### src/hw/rtl/ccpv_pkg.sv
// ----------------------------------------------------------------------------
// ccpv_pkg: shared constants for the center crop or pad volume block
// Register indexes and the fixed widths of the configuration port and of the
// destination address.
// ----------------------------------------------------------------------------
`default_nettype none

package ccpv_pkg;

	// Fixed widths of the configuration registers and of the port.
	localparam int SIZE_REG_W = 13;
	localparam int CHAN_REG_W = 5;
	localparam int CFG_DATA_W = 13;
	localparam int CFG_IDX_W  = 3;

	// Width of the linear destination address.
	localparam int ADDR_W = 40;

	// Register indexes.
	localparam logic [CFG_IDX_W-1:0] REG_SRC_X    = 3'd0;
	localparam logic [CFG_IDX_W-1:0] REG_SRC_Y    = 3'd1;
	localparam logic [CFG_IDX_W-1:0] REG_SRC_Z    = 3'd2;
	localparam logic [CFG_IDX_W-1:0] REG_DST_X    = 3'd3;
	localparam logic [CFG_IDX_W-1:0] REG_DST_Y    = 3'd4;
	localparam logic [CFG_IDX_W-1:0] REG_DST_Z    = 3'd5;
	localparam logic [CFG_IDX_W-1:0] REG_CHANNELS = 3'd6;

endpackage

`default_nettype wire

### src/hw/rtl/ccpv_cfg.sv
// ----------------------------------------------------------------------------
// ccpv_cfg: configuration registers
// Holds the volume sizes and the channel count, clamped into their legal
// ranges as they are written.
// ----------------------------------------------------------------------------
`default_nettype none

module ccpv_cfg #(
	parameter int MAX_DIM      = 4096,
	parameter int MAX_CHANNELS = 16,
	parameter int DIM_W        = 13,
	parameter int CHN_W        = 5
) (
	input  wire logic                           clk,
	input  wire logic                           arst_n,
	input  wire logic                           cfg_write,
	input  wire logic [ccpv_pkg::CFG_IDX_W-1:0]  cfg_index,
	input  wire logic [ccpv_pkg::CFG_DATA_W-1:0] cfg_data,
	output logic      [DIM_W-1:0]               src_x,
	output logic      [DIM_W-1:0]               src_y,
	output logic      [DIM_W-1:0]               src_z,
	output logic      [DIM_W-1:0]               dst_x,
	output logic      [DIM_W-1:0]               dst_y,
	output logic      [DIM_W-1:0]               dst_z,
	output logic      [CHN_W-1:0]               chan_count
);
	import ccpv_pkg::*;

	logic [SIZE_REG_W-1:0] dim_raw;
	logic [CHAN_REG_W-1:0] chan_raw;
	logic [DIM_W-1:0]      dim_clamp;
	logic [CHN_W-1:0]      chan_clamp;
	logic [DIM_W-1:0]      src_x_q, src_y_q, src_z_q;
	logic [DIM_W-1:0]      dst_x_q, dst_y_q, dst_z_q;
	logic [CHN_W-1:0]      chan_q;

	// A size of zero acts as one; anything above the maximum acts as the maximum.
	always_comb begin
		dim_raw  = cfg_data[SIZE_REG_W-1:0];
		chan_raw = cfg_data[CHAN_REG_W-1:0];
		if (dim_raw == '0) begin
			dim_clamp = DIM_W'(1);
		end else if (32'(dim_raw) > 32'(MAX_DIM)) begin
			dim_clamp = DIM_W'(MAX_DIM);
		end else begin
			dim_clamp = DIM_W'(dim_raw);
		end
		if (chan_raw == '0) begin
			chan_clamp = CHN_W'(1);
		end else if (32'(chan_raw) > 32'(MAX_CHANNELS)) begin
			chan_clamp = CHN_W'(MAX_CHANNELS);
		end else begin
			chan_clamp = CHN_W'(chan_raw);
		end
	end

	// Register file; an index beyond the list writes nothing.
	always_ff @(posedge clk or negedge arst_n) begin
		if (!arst_n) begin
			src_x_q <= DIM_W'(1);
			src_y_q <= DIM_W'(1);
			src_z_q <= DIM_W'(1);
			dst_x_q <= DIM_W'(1);
			dst_y_q <= DIM_W'(1);
			dst_z_q <= DIM_W'(1);
			chan_q  <= CHN_W'(1);
		end else if (cfg_write) begin
			case (cfg_index)
				REG_SRC_X:    src_x_q <= dim_clamp;
				REG_SRC_Y:    src_y_q <= dim_clamp;
				REG_SRC_Z:    src_z_q <= dim_clamp;
				REG_DST_X:    dst_x_q <= dim_clamp;
				REG_DST_Y:    dst_y_q <= dim_clamp;
				REG_DST_Z:    dst_z_q <= dim_clamp;
				REG_CHANNELS: chan_q  <= chan_clamp;
				default: begin
				end
			endcase
		end
	end

	assign src_x      = src_x_q;
	assign src_y      = src_y_q;
	assign src_z      = src_z_q;
	assign dst_x      = dst_x_q;
	assign dst_y      = dst_y_q;
	assign dst_z      = dst_z_q;
	assign chan_count = chan_q;

endmodule

`default_nettype wire

### src/hw/rtl/ccpv_pos.sv
// ----------------------------------------------------------------------------
// ccpv_pos: source coordinate counters
// Counts the raster position of the next source voxel, x fastest, then y,
// z and channel, and wraps to zero after the last voxel of the volume.
// ----------------------------------------------------------------------------
`default_nettype none

module ccpv_pos #(
	parameter int POS_W = 12,
	parameter int DIM_W = 13,
	parameter int PC_W  = 4,
	parameter int CHN_W = 5
) (
	input  wire logic             clk,
	input  wire logic             arst_n,
	input  wire logic             clear,
	input  wire logic             step,
	input  wire logic [DIM_W-1:0] src_x,
	input  wire logic [DIM_W-1:0] src_y,
	input  wire logic [DIM_W-1:0] src_z,
	input  wire logic [CHN_W-1:0] chan_count,
	output logic      [POS_W-1:0] pos_x,
	output logic      [POS_W-1:0] pos_y,
	output logic      [POS_W-1:0] pos_z,
	output logic      [PC_W-1:0]  pos_c
);
	logic [POS_W-1:0] pos_x_q, pos_y_q, pos_z_q;
	logic [PC_W-1:0]  pos_c_q;
	logic             x_last, y_last, z_last, c_last;

	// End of row, plane, volume and channel set.
	always_comb begin
		x_last = (DIM_W'(pos_x_q) == src_x - DIM_W'(1));
		y_last = (DIM_W'(pos_y_q) == src_y - DIM_W'(1));
		z_last = (DIM_W'(pos_z_q) == src_z - DIM_W'(1));
		c_last = (CHN_W'(pos_c_q) == chan_count - CHN_W'(1));
	end

	// Any register write starts a new volume.
	always_ff @(posedge clk or negedge arst_n) begin
		if (!arst_n) begin
			pos_x_q <= '0;
			pos_y_q <= '0;
			pos_z_q <= '0;
			pos_c_q <= '0;
		end else if (clear) begin
			pos_x_q <= '0;
			pos_y_q <= '0;
			pos_z_q <= '0;
			pos_c_q <= '0;
		end else if (step) begin
			pos_x_q <= x_last ? '0 : pos_x_q + POS_W'(1);
			if (x_last) begin
				pos_y_q <= y_last ? '0 : pos_y_q + POS_W'(1);
				if (y_last) begin
					pos_z_q <= z_last ? '0 : pos_z_q + POS_W'(1);
					if (z_last) begin
						pos_c_q <= c_last ? '0 : pos_c_q + PC_W'(1);
					end
				end
			end
		end
	end

	assign pos_x = pos_x_q;
	assign pos_y = pos_y_q;
	assign pos_z = pos_z_q;
	assign pos_c = pos_c_q;

endmodule

`default_nettype wire

### src/hw/rtl/ccpv_axis.sv
// ----------------------------------------------------------------------------
// ccpv_axis: crop or pad mapping of one axis
// Takes the offset between the centers of source and destination, tests the
// crop window and gives the destination coordinate.
// ----------------------------------------------------------------------------
`default_nettype none

module ccpv_axis #(
	parameter int POS_W = 12,
	parameter int DIM_W = 13
) (
	input  wire logic [POS_W-1:0] pos,
	input  wire logic [DIM_W-1:0] src,
	input  wire logic [DIM_W-1:0] dst,
	output logic                  keep,
	output logic      [POS_W-1:0] tpos
);
	logic [DIM_W-1:0] half_src, half_dst, off, pos_w;
	logic [DIM_W:0]   win_end;
	logic             crop;

	always_comb begin
		half_src = src >> 1;
		half_dst = dst >> 1;
		off      = (half_dst >= half_src) ? half_dst - half_src : half_src - half_dst;
		crop     = (dst <= src);
		pos_w    = DIM_W'(pos);
		win_end  = {1'b0, off} + {1'b0, dst};
		// A padded axis keeps every voxel; a cropped one only those in the window.
		keep     = !crop || ((pos_w >= off) && ({1'b0, pos_w} < win_end));
		tpos     = crop ? POS_W'(pos_w - off) : POS_W'(pos_w + off);
	end

endmodule

`default_nettype wire

### src/hw/rtl/ccpv_addr.sv
// ----------------------------------------------------------------------------
// ccpv_addr: destination address pipeline
// Three stages, one multiply and add each, build the linear address
// ((c * dst_z + z) * dst_y + y) * dst_x + x; the last stage is the output.
// ----------------------------------------------------------------------------
`default_nettype none

module ccpv_addr #(
	parameter int POS_W       = 12,
	parameter int DIM_W       = 13,
	parameter int PC_W        = 4,
	parameter int SAMPLE_BITS = 16
) (
	input  wire logic                        clk,
	input  wire logic                        arst_n,
	input  wire logic                        req_valid,
	output logic                             req_ready,
	input  wire logic [PC_W-1:0]             req_c,
	input  wire logic [POS_W-1:0]            req_x,
	input  wire logic [POS_W-1:0]            req_y,
	input  wire logic [POS_W-1:0]            req_z,
	input  wire logic [SAMPLE_BITS-1:0]      req_sample,
	input  wire logic [DIM_W-1:0]            dst_x,
	input  wire logic [DIM_W-1:0]            dst_y,
	input  wire logic [DIM_W-1:0]            dst_z,
	output logic                             out_valid,
	input  wire logic                        out_ready,
	output logic [ccpv_pkg::ADDR_W-1:0]      dest_address,
	output logic [SAMPLE_BITS-1:0]           sample_out
);
	import ccpv_pkg::*;

	localparam int A_W    = PC_W + DIM_W;
	localparam int B_W    = A_W + DIM_W;
	localparam int C_W    = B_W + DIM_W;
	localparam int FULL_W = (C_W > ADDR_W) ? C_W : ADDR_W;

	logic                   valid_s3, valid_s4, valid_s5;
	logic                   ready_s3, ready_s4, ready_s5;
	logic [A_W-1:0]         a_s3;
	logic [B_W-1:0]         b_s4;
	logic [ADDR_W-1:0]      addr_s5;
	logic [POS_W-1:0]       x_s3, x_s4, y_s3;
	logic [SAMPLE_BITS-1:0] sample_s3, sample_s4, sample_s5;
	logic [FULL_W-1:0]      addr_full;

	// A stage loads when it is empty or its content moves on.
	assign ready_s5  = !valid_s5 || out_ready;
	assign ready_s4  = !valid_s4 || ready_s5;
	assign ready_s3  = !valid_s3 || ready_s4;
	assign req_ready = ready_s3;

	assign addr_full = FULL_W'(b_s4) * FULL_W'(dst_x) + FULL_W'(x_s4);

	// Valid bits of the three stages.
	always_ff @(posedge clk or negedge arst_n) begin
		if (!arst_n) begin
			valid_s3 <= 1'b0;
			valid_s4 <= 1'b0;
			valid_s5 <= 1'b0;
		end else begin
			if (ready_s3) begin
				valid_s3 <= req_valid;
			end
			if (ready_s4) begin
				valid_s4 <= valid_s3;
			end
			if (ready_s5) begin
				valid_s5 <= valid_s4;
			end
		end
	end

	// Plane index, then row index, then the full address.
	always_ff @(posedge clk) begin
		if (ready_s3 && req_valid) begin
			a_s3      <= A_W'(req_c) * A_W'(dst_z) + A_W'(req_z);
			x_s3      <= req_x;
			y_s3      <= req_y;
			sample_s3 <= req_sample;
		end
		if (ready_s4 && valid_s3) begin
			b_s4      <= B_W'(a_s3) * B_W'(dst_y) + B_W'(y_s3);
			x_s4      <= x_s3;
			sample_s4 <= sample_s3;
		end
		if (ready_s5 && valid_s4) begin
			addr_s5   <= addr_full[ADDR_W-1:0];
			sample_s5 <= sample_s4;
		end
	end

	assign out_valid    = valid_s5;
	assign dest_address = addr_s5;
	assign sample_out   = sample_s5;

endmodule

`default_nettype wire

### src/hw/rtl/center_crop_pad_volume.sv
// ----------------------------------------------------------------------------
// center_crop_pad_volume: center crop or pad of a 3-D multi-channel volume
// Source voxels stream in raster order; each voxel inside the crop window
// leaves with its linear address in the destination volume.
//
//   Channel   Signals                            Moves
//   input     in_valid, in_ready, sample_in      one source voxel
//   output    out_valid, out_ready,              one kept voxel and its
//             dest_address, sample_out           destination address
//   config    cfg_write, cfg_index, cfg_data     one register write
//
// One voxel is taken every cycle while in_ready is high; after the input
// register a kept voxel passes the axis mapping register and the three
// multiply-add stages of the address chain, the last of which is the output.
// Reset clears the valid bits and coordinate counters and sets every size
// register to one. A stalled output holds its stage; the stages before it keep
// filling until the pipeline is full, and only then does in_ready drop.
// ----------------------------------------------------------------------------
`default_nettype none

module center_crop_pad_volume #(
	parameter int MAX_DIM      = 4096,
	parameter int SAMPLE_BITS  = 16,
	parameter int MAX_CHANNELS = 16
) (
	input  wire logic                            clk,
	input  wire logic                            arst_n,
	input  wire logic                            in_valid,
	output logic                                 in_ready,
	input  wire logic [SAMPLE_BITS-1:0]          sample_in,
	output logic                                 out_valid,
	input  wire logic                            out_ready,
	output logic      [ccpv_pkg::ADDR_W-1:0]     dest_address,
	output logic      [SAMPLE_BITS-1:0]          sample_out,
	input  wire logic                            cfg_write,
	input  wire logic [ccpv_pkg::CFG_IDX_W-1:0]  cfg_index,
	input  wire logic [ccpv_pkg::CFG_DATA_W-1:0] cfg_data
);
	import ccpv_pkg::*;

	localparam int DIM_W = $clog2(MAX_DIM + 1);
	localparam int POS_W = $clog2(MAX_DIM);
	localparam int CHN_W = $clog2(MAX_CHANNELS + 1);
	localparam int PC_W  = (MAX_CHANNELS > 1) ? $clog2(MAX_CHANNELS) : 1;

	logic [DIM_W-1:0]       src_x, src_y, src_z, dst_x, dst_y, dst_z;
	logic [CHN_W-1:0]       chan_count;
	logic [POS_W-1:0]       pos_x, pos_y, pos_z;
	logic [PC_W-1:0]        pos_c;
	logic                   in_accept;

	logic                   valid_s1;
	logic [SAMPLE_BITS-1:0] sample_s1;
	logic [POS_W-1:0]       x_s1, y_s1, z_s1;
	logic [PC_W-1:0]        c_s1;

	logic                   keep_x, keep_y, keep_z, keep_all;
	logic [POS_W-1:0]       tx, ty, tz;

	logic                   valid_s2, ready_s2, addr_ready;
	logic [SAMPLE_BITS-1:0] sample_s2;
	logic [POS_W-1:0]       tx_s2, ty_s2, tz_s2;
	logic [PC_W-1:0]        c_s2;

	assign ready_s2  = !valid_s2 || addr_ready;
	assign in_ready  = !valid_s1 || ready_s2;
	assign in_accept = in_valid && in_ready;

	// Configuration registers.
	ccpv_cfg #(
		.MAX_DIM     (MAX_DIM),
		.MAX_CHANNELS(MAX_CHANNELS),
		.DIM_W       (DIM_W),
		.CHN_W       (CHN_W)
	) u_cfg (
		.clk       (clk),
		.arst_n    (arst_n),
		.cfg_write (cfg_write),
		.cfg_index (cfg_index),
		.cfg_data  (cfg_data),
		.src_x     (src_x),
		.src_y     (src_y),
		.src_z     (src_z),
		.dst_x     (dst_x),
		.dst_y     (dst_y),
		.dst_z     (dst_z),
		.chan_count(chan_count)
	);

	// Source coordinate of the next voxel.
	ccpv_pos #(
		.POS_W(POS_W),
		.DIM_W(DIM_W),
		.PC_W (PC_W),
		.CHN_W(CHN_W)
	) u_pos (
		.clk       (clk),
		.arst_n    (arst_n),
		.clear     (cfg_write),
		.step      (in_accept),
		.src_x     (src_x),
		.src_y     (src_y),
		.src_z     (src_z),
		.chan_count(chan_count),
		.pos_x     (pos_x),
		.pos_y     (pos_y),
		.pos_z     (pos_z),
		.pos_c     (pos_c)
	);

	// Input register: the voxel and its source coordinate.
	always_ff @(posedge clk or negedge arst_n) begin
		if (!arst_n) begin
			valid_s1 <= 1'b0;
		end else if (in_ready) begin
			valid_s1 <= in_valid;
		end
	end

	always_ff @(posedge clk) begin
		if (in_accept) begin
			sample_s1 <= sample_in;
			x_s1      <= pos_x;
			y_s1      <= pos_y;
			z_s1      <= pos_z;
			c_s1      <= pos_c;
		end
	end

	// Per-axis window test and coordinate mapping.
	ccpv_axis #(.POS_W(POS_W), .DIM_W(DIM_W)) u_axis_x (
		.pos (x_s1),
		.src (src_x),
		.dst (dst_x),
		.keep(keep_x),
		.tpos(tx)
	);

	ccpv_axis #(.POS_W(POS_W), .DIM_W(DIM_W)) u_axis_y (
		.pos (y_s1),
		.src (src_y),
		.dst (dst_y),
		.keep(keep_y),
		.tpos(ty)
	);

	ccpv_axis #(.POS_W(POS_W), .DIM_W(DIM_W)) u_axis_z (
		.pos (z_s1),
		.src (src_z),
		.dst (dst_z),
		.keep(keep_z),
		.tpos(tz)
	);

	assign keep_all = keep_x && keep_y && keep_z;

	// Mapping register; a voxel outside the window is dropped here.
	always_ff @(posedge clk or negedge arst_n) begin
		if (!arst_n) begin
			valid_s2 <= 1'b0;
		end else if (ready_s2) begin
			valid_s2 <= valid_s1 && keep_all;
		end
	end

	always_ff @(posedge clk) begin
		if (ready_s2 && valid_s1) begin
			sample_s2 <= sample_s1;
			tx_s2     <= tx;
			ty_s2     <= ty;
			tz_s2     <= tz;
			c_s2      <= c_s1;
		end
	end

	// Destination address and output register.
	ccpv_addr #(
		.POS_W      (POS_W),
		.DIM_W      (DIM_W),
		.PC_W       (PC_W),
		.SAMPLE_BITS(SAMPLE_BITS)
	) u_addr (
		.clk         (clk),
		.arst_n      (arst_n),
		.req_valid   (valid_s2),
		.req_ready   (addr_ready),
		.req_c       (c_s2),
		.req_x       (tx_s2),
		.req_y       (ty_s2),
		.req_z       (tz_s2),
		.req_sample  (sample_s2),
		.dst_x       (dst_x),
		.dst_y       (dst_y),
		.dst_z       (dst_z),
		.out_valid   (out_valid),
		.out_ready   (out_ready),
		.dest_address(dest_address),
		.sample_out  (sample_out)
	);

	// A register write always starts a new volume at the origin.
	a_cfg_clears_pos: assert property (@(posedge clk) disable iff (!arst_n)
		cfg_write |=> (pos_x == '0 && pos_y == '0 && pos_z == '0 && pos_c == '0))
		else $error("coordinate counters not cleared by a register write");

	// A voxel that passed the window test lies inside the destination volume.
	a_mapped_in_range: assert property (@(posedge clk) disable iff (!arst_n)
		valid_s2 |-> (DIM_W'(tx_s2) < dst_x && DIM_W'(ty_s2) < dst_y &&
			DIM_W'(tz_s2) < dst_z))
		else $error("mapped coordinate outside the destination volume");

	// The channel counter never reaches the channel count.
	a_chan_in_range: assert property (@(posedge clk) disable iff (!arst_n)
		CHN_W'(pos_c) < chan_count)
		else $error("channel counter out of range");

endmodule

`default_nettype wire
### config.mk
export PLATFORM = sky130hd
export DESIGN_NAME = center_crop_pad_volume
export DESIGN_NICKNAME = d
export VERILOG_FILES = /design/src/hw/rtl/ccpv_pkg.sv /design/src/hw/rtl/ccpv_cfg.sv /design/src/hw/rtl/ccpv_pos.sv /design/src/hw/rtl/ccpv_axis.sv /design/src/hw/rtl/ccpv_addr.sv /design/src/hw/rtl/center_crop_pad_volume.sv
export SDC_FILE = /design/constraint.sdc
export NUM_CORES = 2
export LEC_CHECK = 0
export ABC_CLOCK_PERIOD_IN_PS = 6100
export BUFFER_PORTS_ARGS = -buffer_cell sky130_fd_sc_hd__clkbuf_2
export CORE_MARGIN = 5
export CORE_UTILIZATION = 35
export CTS_CLUSTER_SIZE = 16
export DETAILED_ROUTE_END_ITERATION = 10
export PLACE_DENSITY = 0.48
export SLEW_MARGIN = 15
export SYNTH_ARGS = -nofsm -noshare
export SYNTH_HDL_FRONTEND = slang
export SYNTH_SLANG_ARGS = --single-unit
### constraint.sdc
create_clock -name clk -period 6.1 [get_ports clk]
set_input_delay 0 -clock clk [delete_from_list [all_inputs] [get_ports clk]]
set_output_delay 0 -clock clk [all_outputs]
set_load 0.05 [all_outputs]
; After elaboration in Yosys (flattened, before gate mapping)
; Index checks and enable logic that the tools add are counted.
[word_totals]
reg_bits = 411
in_bits = 37
output_inout_bits = 58
elab_cells = 160
[op_classes]
addsub = 26
multipliers = 3
magnitude_cmp = 14
n_eq_ne = 10
mux = 28
n_reduce_logical = 44
[op_table]
columns = op, n
row1 = 2-to-1 mux 12 bit, 15
row2 = subtractor 12 x 12 -> 13 bit, 6
row3 = 2-to-1 mux 13 bit, 5
row4 = adder 13 x 13 -> 14 bit, 3
row5 = < comparator 12 x 14 -> 1 bit, 3
row6 = adder 40 x 12 -> 40 bit, 1
row7 = multiplier 30 x 13 -> 40 bit, 1
row8 = equality test 12 x 13 -> 1 bit, 3
row9 = >= comparator 12 x 13 -> 1 bit, 3
row10 = less-or-equal comparator 13 bit, 3
row11 = subtractor 13 x 1 -> 13 bit (second input constant), 3
row12 = adder 12 x 1 -> 12 bit (second input constant), 3
row13 = adder 12 bit, 3
row14 = >= comparator 12 bit, 3
row15 = subtractor 12 bit, 3
row16 = adder 30 x 12 -> 30 bit, 1
row17 = multiplier 17 x 13 -> 30 bit, 1
row18 = 2-to-1 mux 4 bit, 6
row19 = adder 17 x 12 -> 17 bit, 1
row20 = multiplier 4 x 13 -> 17 bit, 1
row21 = AND reduction 2 bit, 8
row22 = > comparator 13 bit (second input constant), 1
row23 = zero test 13 bit, 1
row24 = logical AND 1 bit, 11
row25 = other kinds (15), 36

; Logic depth before layout (Yosys ltp)
[depth]
depth_word = 9
ltp_mapped = 29
depth_no_buf = 28

; Cells and area by module
; From an unflattened synthesis, not the netlist that was laid out.
[hier_totals]
cells_unflattened = 4717
hier_area_um2 = 46440.8
[by_module_without_submodules]
columns = mod, instances, cells_each, area_per_inst_um2, seq_area_each_um2
row1 = ccpv_addr, 1, 2641, 26914.6, 5210.0
row2 = ccpv_axis (u_axis_x ...), 2, 411, 3129.3, 0.0
row3 = ccpv_pos, 1, 444, 3701.0, 1001.0
row4 = center_crop_pad_volume, 1, 121, 3472.1, 3413.3
row5 = ccpv_cfg, 1, 299, 3178.0, 2085.8
row6 = ccpv_axis (u_axis_z), 1, 390, 2916.5, 0.0

; Worst setup path before layout
; Ideal clock, no wire load.
[synth_timing]
kind = flip-flop to flip-flop
startpoint = reg u_cfg.dst_y_q[1], in the netlist u_cfg.dst_y[1]
endpoint = reg u_addr.b_s4[29], data pin
setup_time_ns = 0.264
t_arrival_ns = 5.983
t_required_ns = 5.836
slack_ns = -0.147
path_stages_with_launch = 24
path_buffers = 2
period_less_slack_ns = 6.247
cell_sequence = dfrtp_1 > clkbuf_1 > clkbuf_1 > nand2_1 > fa_1 > inv_1 > fa_1 > fa_1 > inv_1 > fa_1 > inv_1 > fa_1 > ha_1 > ha_1 > a21o_1 > a21oi_1 > o21ai_0 > or3_1 > o211a_1 > o21a_1 > o21ai_0 > a21oi_1 > a221oi_1 > xnor2_1
[synth_between]
elab_chain_cells = 2
[synth_lines]
columns = element, line_no
row1 = start: declaration, ccpv_cfg.sv:34  ; logic [DIM_W-1:0] dst_x_q, dst_y_q, dst_z_q;
row2 = start signal: assignment, ccpv_cfg.sv:73  ; REG_DST_Y: dst_y_q <= dim_clamp;
row3 = multiplier 17 x 13 -> 30 bit, ccpv_addr.sv:83  ; b_s4 <= B_W'(a_s3) * B_W'(dst_y) + B_W'(y_s3);
row4 = adder 30 x 12 -> 30 bit, ccpv_addr.sv:83
row5 = end signal: assignment, ccpv_addr.sv:83
row6 = end: declaration, ccpv_addr.sv:41  ; logic [B_W-1:0] b_s4;
; Every way passes these cells.
; A chain may end at the register's enable or synchronous reset.

; Worst setup path in the final report
[layout_timing]
startpoint = reg u_cfg.dst_x_q[1], in the netlist u_cfg.dst_x[1]
endpoint = reg u_addr.addr_s5[36], in the netlist u_addr.dest_address[36], data pin
[layout_between]
elab_chain_cells = 2
[layout_lines]
columns = element, line_no
row1 = start: declaration, ccpv_cfg.sv:34
row2 = start signal: assignment, ccpv_cfg.sv:72  ; REG_DST_X: dst_x_q <= dim_clamp;
row3 = multiplier 30 x 13 -> 40 bit, ccpv_addr.sv:53  ; assign addr_full = FULL_W'(b_s4) * FULL_W'(dst_x) + FULL_W'(x_s4);
row4 = adder 40 x 12 -> 40 bit, ccpv_addr.sv:53
row5 = via u_addr.addr_full[36], ccpv_addr.sv:45  ; logic [FULL_W-1:0] addr_full;
row6 = end signal: assignment, ccpv_addr.sv:88  ; addr_s5 <= addr_full[ADDR_W-1:0];
row7 = end: declaration, ccpv_addr.sv:42  ; logic [ADDR_W-1:0] addr_s5;
; The timed path passes the listed nets, and every way through them passes these cells.

==> metrics <==
CTS tree=done; DRT Wirelength=between 100 and 150 mm; GRT Overall Usage=between 10% and 20%; Crit. End Element=flip-flop; final worst slack=-0.0561 ns; status=finished, violations left; DR WL/cell=roughly 18 um; crit path max fanout=4; via-per-instance ratio=between 4 and 5; Worst Tran Pin Value=slightly above 1 ns; Peak Freq=~160 MHz; Placer Congestion=around 0.86; share of the synthesized area in the top cell type=between 20% and 30%; Worst Hold Slack=between 0.04 and 0.05 ns; hold_sp=cfg_data[0]; Syn Nets=roughly 5,700; Post-DP Area=around 0.051 mm^2; reg2reg end=u_addr.dest_address[36]; area grow syn2layout=20.1%; remaining global-route overflow=0; TNS Setup=-0.0944 ns; pin count of the biggest net entering global routing=just under 60; Core ar.=about 0.13 mm^2; Design Area, Final=approximately 0.055 mm^2; cells taking the most area after synthesis=fa_1 23%, edfxtp_1 19%, ha_1 13%; Tcrit/Tclk final=101%; failing checks=setup timing; Max Cap Viol=0; CTS HTree Levels=2; Post-synth ARST share=roughly 31%; hold depth=4; post-layout minimum cycle time=slightly above 6 ns; Fill cells=around 13,000; crit start category=flip-flop; Max-slew headroom=roughly a third; worst r2r path cells=24; final setup vio count=4; crit path DAT=about 6.5 ns; Worst Setup SP=u_cfg.dst_x[1]; Netlist cell types=approximately 100; I/O pins=95; first-pass GRT wire length=198 mm; clk slew on worst S/H paths=0.06 ns; Antenna Violating Nets Remaining=0; share of cells above drive strength 1=16.9%; antenna violations before repair=8; Slew Limit Fails=0; Seq. cell area=between 0.01 and 0.015 mm^2; clock sinks=just over 400; initial core utilization=35.2%; Mapped Area=about 0.046 mm^2; vias in the first global route=35,500; I/O Buffers=between 90 and 100; 1st-iter DRT viols=~1,600; Die H=371 um; hold worst-path end=u_cfg.src_z[0]; Worst R2R Start=u_cfg.dst_x[1]; Multi-input gate area=about 0.031 mm^2; Num CTS Buffers=52; Pre-Repair DR Iteration Count=5; Seq/Total Area, Yosys=between 20% and 30%; yosys warns=0; Critical Path RT=~6.5 ns; Synth Area per Inst=9.70 um^2; EDFF count, synth=between 200 and 300; Fin Clk Skew=roughly 0.060 ns; area leader, netlist=fa_1; vias=between 30,000 and 40,000; Post-DP HPWL=100 mm; DRC viols=0; HP Class=input port to flip-flop; Hold Violations, Final=0; worst-case clock buffer depth=3; cell row count=roughly 130; die span in x=around 370 um; RSZ-0062 raised after global routing=yes; Setup Crit Path Kind=flip-flop to flip-flop; Worst R2R Setup Slack=-0.06 ns; clk_lat worst skew=roughly 0.67 ns; predominant post-synthesis flop cell=edfxtp_1; post-synthesis register bit count=just over 400; n_diodes=0; nets=6,260; die footprint=~0.14 mm^2; clock root buffer=clkbuf_16; cell count after synthesis=approximately 4,700
-- Yosys cell counts (56+ instances only) --
library cell / instances
nor2_1: 158
fa_1: 532
nand2_1: 615
edfxtp_1: 283
inv_1: 685
a21oi_1: 192
o21ai_0: 218
clkbuf_1: 141
ha_1: 457
a21o_1: 84
xor2_1: 66
xnor2_1: 182
nand2b_1: 56
and2_1: 273
dfrtp_1: 121
-- metrics by stage --
stage	cells	setup slack [ns]	utilization, %
global placement	6834	-0.381	39.5
CTS	6996	-0.0476	41.7
floorplan	4703	-0.00689	-
finish	7020	-0.0561	42.3
global route	7020	-0.256	42.3
detailed placement	6834	-0.424	39.5
-- sequential cells by signal (all words and copies together), names as in the netlist, 13 cells and up --
signal and cells:
u_cfg.src_y 13, sample_s1 16, u_addr.a_s3 17, u_addr.sample_out 16, u_addr.sample_s3 16, u_cfg.dst_x 13
u_cfg.src_z 13, u_addr.sample_s4 16, u_cfg.dst_z 13, u_cfg.dst_y 13, sample_s2 16, u_cfg.src_x 13
u_addr.b_s4 30, u_addr.dest_address 40
-- kinds of logic (layout without fill, tap and decap cells) --
family / Yosys count / after routing / synth area share, %
buffers and inverters: 854 / 1429 / 7.13
DFF: 411 / 411 / 25.7
xor gates and xnor gates: 249 / 249 / 4.80
and+or+nand+nor: 1403 / 1403 / 15.0
muxes: 27 / 27 / 0.620
AOI/OAI and AO/OA: 770 / 770 / 10.9
adders and majority gates: 989 / 989 / 35.9
-- critical path, stage by stage, from the launching register on --
cell	delay, ns
dfrtp_2	0.45
and2_4	0.18
fa_1	0.52
inv_1	0.05
fa_1	0.49
inv_2	0.04
fa_1	0.49
inv_1	0.05
fa_1	0.51
fa_2	0.45
fa_1	0.50
inv_2	0.05
ha_4	0.26
and2_4	0.14
and3_4	0.21
nand3_4	0.09
a31oi_4	0.20
o211ai_1	0.10
buf_4	0.17
a311oi_4	0.28
o2111ai_2	0.15
buf_6	0.16
a21oi_2	0.13
o22ai_2	0.08
xnor2_1	0.12
-- final cells by class --
class / instances / area share [%]
Clock inverter: 32 / 0.759
Multi-Input combinational cell: 3438 / 57.4
Timing Repair Buffer: 646 / 9.25
Sequential cell: 411 / 21.4
Clock buffer: 66 / 2.53
Inverter: 685 / 4.70
Tap cell: 1742 / 3.98
-- layout by cell type, fill, tap and decap left out, types with 52 or more instances in the layout --
master     synthesis  final
xnor2_1          182    182
dfrtp_1          121    106
clkbuf_16          0     52
nor2_1           158    154
nand2b_1          56     55
inv_1            685    673
edfxtp_1         283    283
a21o_1            84     84
buf_4              0    473
fa_1             532    520
and2_1           273    266
nand2_1          615    606
ha_1             457    439
o21ai_0          218    208
clkbuf_2           2     93
nor3_1            52     52
xor2_1            66     66
a21oi_1          192    170
-- how the worst max path moves through the flow --
stage / end / cells past startpoint
final: u_addr.dest_address[36] / 24
after global routing: u_addr.b_s4[29] / 23
after CTS: u_addr.dest_address[36] / 24
after detailed placement: u_addr.dest_address[34] / 24
after global placement: u_addr.dest_address[34] / 24
after floorplan: u_addr.b_s4[29] / 23
-- repair_timing --
action / in CTS / in global routing
hold endpoints to repair: 141 / 0
buffers inserted: 26 / 25
pin swaps: 30 / 101
hold buffers: 37 / 0
gates cloned: 3 / 0
resized for setup: 64 / 140
endpoints found under the setup margin: 19 / 24
-- layer usage --
layer | global-route usage, % | part of all wire [%] | vias to the layer above
met2 | 32.0 | 49 | 507
met5 | 0 | 0.0072 | -
li1 | - | - | 16600
met3 | 1.71 | 3.0 | 109
met4 | 3.58 | 1.9 | 2
met1 | 24.4 | 47 | 16900
Power is left out: the tool's default activity adds up to more than one toggle a clock period on the data nets, which glitch-free logic cannot reach.
